File: config.mk
export PLATFORM = sky130hd
export DESIGN_NAME = bsmg_cell
export DESIGN_NICKNAME = d
export VERILOG_FILES = /design/src/hdl/bsmg_pkg.sv /design/src/hdl/bsmg_cell.sv
export SDC_FILE = /design/constraint.sdc
export NUM_CORES = 1
export LEC_CHECK = 0
export BUFFER_PORTS_ARGS = -buffer_cell sky130_fd_sc_hd__buf_2
export CAP_MARGIN = 20
export CORE_UTILIZATION = 58
export CTS_CLUSTER_SIZE = 20
export DETAILED_ROUTE_END_ITERATION = 16
export PLACE_DENSITY = 0.84
export SLEW_MARGIN = 20
export SYNTH_ARGS = -nofsm -noshare
export SYNTH_HDL_FRONTEND = slang
export SYNTH_SLANG_ARGS = --single-unit
File: constraint.sdc
create_clock -name clk -period 4.9 [get_ports clk]
set_input_delay 0.735 -clock clk [delete_from_list [all_inputs] [get_ports clk]]
set_output_delay 0.735 -clock clk [all_outputs]
set_load 0.03 [all_outputs]
File: src/hdl/bsmg_pkg.sv
// ----------------------------------------------------------------------------
// bsmg_pkg: shared types and constants for the bounded set min/max gap block
// Field widths, the default store depth and the link between neighbor cells.
// ----------------------------------------------------------------------------
package bsmg_pkg;

  localparam int VAL_W           = 32;
  localparam int CAP_W           = 7;
  localparam int DEF_MAX_ENTRIES = 64;

  // What one cell shows to its right-hand neighbor.
  typedef struct packed {
    logic             live;   // a cell exists on this side
    logic             ins;    // the new value lands at or left of that cell
    logic [VAL_W-1:0] value;  // the value that cell holds
  } link_t;

endpackage

File: src/hdl/bsmg_cell.sv
// ----------------------------------------------------------------------------
// bsmg_cell: one slot of the sorted store
// Compares the new value with its entry, shifts right on insertion and
// produces the gap candidate when it is the insertion slot.
// ----------------------------------------------------------------------------
module bsmg_cell (
  input  logic                        clk,
  input  logic                        load,
  input  logic                        occupied,
  input  logic [bsmg_pkg::VAL_W-1:0]  new_value,
  input  bsmg_pkg::link_t             left,
  output bsmg_pkg::link_t             right,
  output logic [bsmg_pkg::VAL_W-1:0]  gap_cand
);
  import bsmg_pkg::*;

  logic [VAL_W-1:0] val_r;
  logic [VAL_W-1:0] val_nxt;
  logic [VAL_W-1:0] cand_r;
  logic [VAL_W-1:0] cand_nxt;
  logic             ins;
  logic             boundary;
  logic [VAL_W-1:0] gap_pred;
  logic [VAL_W-1:0] gap_succ;
  logic [VAL_W-1:0] best;

  // An empty slot always counts as an insertion point; equal values go after their equals.
  assign ins      = !occupied || ($signed(new_value) < $signed(val_r));
  assign boundary = ins && !left.ins;
  assign gap_pred = new_value - left.value;
  assign gap_succ = val_r - new_value;

  always_comb begin
    best = '1;
    if (left.live) begin
      best = gap_pred;
    end
    if (occupied && (gap_succ < best)) begin
      best = gap_succ;
    end
    cand_nxt = boundary ? best : '0;
    val_nxt  = val_r;
    if (ins) begin
      val_nxt = left.ins ? left.value : new_value;
    end
  end

  always_ff @(posedge clk) begin
    if (load) begin
      val_r  <= val_nxt;
      cand_r <= cand_nxt;
    end
  end

  assign right.live  = 1'b1;
  assign right.ins   = ins;
  assign right.value = val_r;
  assign gap_cand    = cand_r;

endmodule

==> impl_metrics.yaml <==
grt:
  overflow: 0
  antenna_found_initial: 0
  grt_max_degree: 64
  grt.total_usage_pct: 32.4
  grt_pass1_vias: 7421
  grt_pass1_wl_um: 35800
floorplan:
  die-area_um2: 13900
  io_pins: 135
  design.core.area_um2: 12800
  die_h_um: 118
  num_rows: 41
  start_util_pct: 60.6
  dieWidth_um: 118
drt:
  vias: 7765
  ant_nets: 0
  wl_um: 22600
  drtPass1Iterations: 6
  wire_per_inst_um: 17.2
  drt-vias-per-instance: 5.92
  drt_iter0_markers: 775
  route.detailed.drc: 0
power_and_ir_drop:
  leakagePower_nw: 4.71
  power.density_nw_per_um2: 294
  vdd_drop_max_mv: 0.211
placement:
  port_buffers: 133
  dpl-instance-area_um2: 9060
  gp_congestion: 1.06
  dp_hpwl_um: 17000
outcome:
  status: "finished clean"
critical_path:
  crit_required_ps: 5110
  cp.arrival_ps: 5020
  cpLargestDelayFamily: "compound AO/OA/AOI/OAI gates"
  critical_path_class: "input port to flop"
  cp_max_fo: 7
  crit_slowest_cell: "o41ai_2"
  max_stage_delay_ps: 380
  worst-path-buf-inv: 4
  path_cells: "clkbuf_4, inv_1, ha_1, nor2b_1, o31ai_1, buf_4, a21o_4, a21oi_2, o21a_1, o41ai_2, xnor2_1, ha_1, a21o_1, a21o_1, a21oi_1, o21ai_1, nand2_1, o211ai_1, a41o_2, buf_4, or3_1, a21oi_1"
  worstSetupEndpointType: "flop"
  startpoint_type: "input port"
sta:
  clock_skew_ps: 8.22
  fin_crit_ps: 4800
  setup_violations: 0
  finalHoldViolations: 0
  period_share_pct: 98.0
  slew_headroom_pct: 44.5
  worst_slew_pin_slew_ps: 812
  holdWs_ps: 666
  slew_violations: 0
  max_freq_ghz: 0.208
clock_tree:
  cts_hold_buf: 0
  clockBufferDepth: 2
  numClockSinks: 64
  cts_root_buf: "clkbuf_16"
  cts_tree: "done"
  path_clk_slew_ps: 60
  cts_buffers: 9
  cts_max_level: 3
  clkLatencyLatePin_ps: 360
yosys:
  ys_async_sr_fraction_pct: 0
  syn_area_per_cell_um2: 8.22
  syn_nets: 1141
  synth_ff_type: "edfxtp_1"
  syn_inst: 945
  synth_cell_types: 65
  synth-seq-cells: 64
  syn-cell-area_um2: 7770
  yosysSeqAreaShare_pct: 24.7
  synth-edff-count: 64
  ys_warn_count: 0
flow_run:
  drv_cap: 0
final_layout:
  drive_gt1_share_pct: 25.7
  final_area_um2: 9600
  diodes: 0
  mostFrequentLayoutCells: "buf_2 (132), ha_1 (122), inv_1 (114), nand2_1 (84), nor2_1 (82)"
  area_delta_synth_final_pct: 23.5
  fin_nets: 1331
  layout_commonest_cell: "buf_2"
hold_path:
  hold_path_class: "input port to flop"
==> repair_timing <==
item / CTS / global route
setup buffers: 0 / 8
pin swaps: 0 / 20
gates cloned: 0 / 0
setup endpoints to repair: 1 / 32
resized for setup: 1 / 32
==> cell families (layout without fill, tap and decap cells) <==
| group | Yosys count | in the layout | synth area share (%) |
|---|---|---|---|
| compound gates | 296 | 296 | 25.7 |
| simple gates | 252 | 252 | 15.0 |
| buf+inv | 151 | 346 | 7.81 |
| fa+ha+maj | 127 | 127 | 20.6 |
| flops | 64 | 64 | 24.7 |
| xor+xnor | 52 | 52 | 5.86 |
| mux | 2 | 2 | 0.274 |
| other cells | 1 | 1 | 0.0483 |
==> stage by stage <==
stage                     setup TNS, ps  total power, mW  cells  worst slack (ps)  util (%)
final                                 0             2.83   1312              95.6      74.8
after global routing               -122             2.97   1312             -59.3      74.8
after CTS                             0             2.75   1304              34.8      73.2
after detailed placement          -6990             2.01   1288              -343      70.7
after global placement            -2320             1.98   1288              -185      70.7
after floorplan                       0             1.58    945               352         -
==> worst reg2reg max path, stage by stage (launching register included) <==
cell,delay [ps]
edfxtp_1,380
inv_1,80
ha_2,220
fa_2,240
nor2b_2,50
o31a_2,380
o22ai_4,260
o31ai_2,90
buf_4,150
o221ai_2,200
buf_4,180
nor3_2,50
a211oi_2,240
xnor2_1,200
ha_1,300
nor2b_1,140
o21ai_0,150
nand3b_1,120
a21oi_2,120
o211ai_1,100
a41o_2,330
buf_4,180
or3_1,310
a21oi_1,130
==> report_power, final <==
part           total [mW]  internal (mW)  switching, mW
Combinational        1.39          0.561          0.830
Sequential          0.709          0.678         0.0313
Clock               0.726          0.445          0.281
Total                2.83           1.68           1.14
==> registers in the layout, indices dropped and copies added (netlist names) <==
register,count
val_r,32
gap_cand,32
==> layout make-up <==
type | instances | area [um2]
fillers | 950 | 3230
multi-input cells | 730 | 5400
clock inverters | 7 | 93.8
repair buffers | 216 | 1320
well taps | 172 | 215
flip-flops and latches | 64 | 1920
clock buffers | 9 | 225
inverters | 114 | 428
==> path summary, 6_finish.rpt <==
kind / start / to / depth (start not counted) / slack [ps]
worst max register to register: val_r[0] / gap_cand[29] / 23 / 150
worst max-delay path: new_value[1] / gap_cand[29] / 22 / 100
worst min register to register: val_r[0] / gap_cand[0] / 5 / 940
worst min-delay path: left[12] / val_r[12] / 3 / 670
==> cell usage after synthesis (3+ instances only) <==
cell,count,area share [%]
ha_1,125,20
inv_1,114,5.5
a21oi_1,88,5.7
nand2_1,84,4.1
nor2_1,82,4.0
o21ai_0,67,4.3
edfxtp_1,64,25
xnor2_1,33,3.7
a21o_1,30,2.9
clkbuf_1,24,1.2
a211oi_2,23,3.7
xor2_1,19,2.1
nand4_1,17,1.4
nor2b_1,13,1.0
o21a_1,13,1.3
o21bai_1,9,0.87
nand2b_1,8,0.64
nand3_1,8,0.52
o2bb2ai_1,8,0.90
a211oi_1,7,0.68
buf_2,7,0.45
nor3_1,7,0.45
o211ai_1,7,0.68
o21ai_1,7,0.45
or3_1,6,0.48
a31oi_1,5,0.40
and2_1,5,0.40
and3_1,5,0.40
nand3b_1,4,0.39
nor4_1,4,0.32
o31ai_1,4,0.39
and4_1,3,0.34
buf_6,3,0.43
or2_2,3,0.24
==> per-layer routing <==
layer  vias up  part of all wire (%)  track usage (%)  wire length [um]
met3        58                   8.7             7.99              1970
li1       3727                     -                -                 -
met5         -                     0                0                 0
met1      3588                    44             42.7              9850
met4         0                   2.9             11.5               662
met2       392                    45             51.2             10100
(Power assumes the default switching activity.)
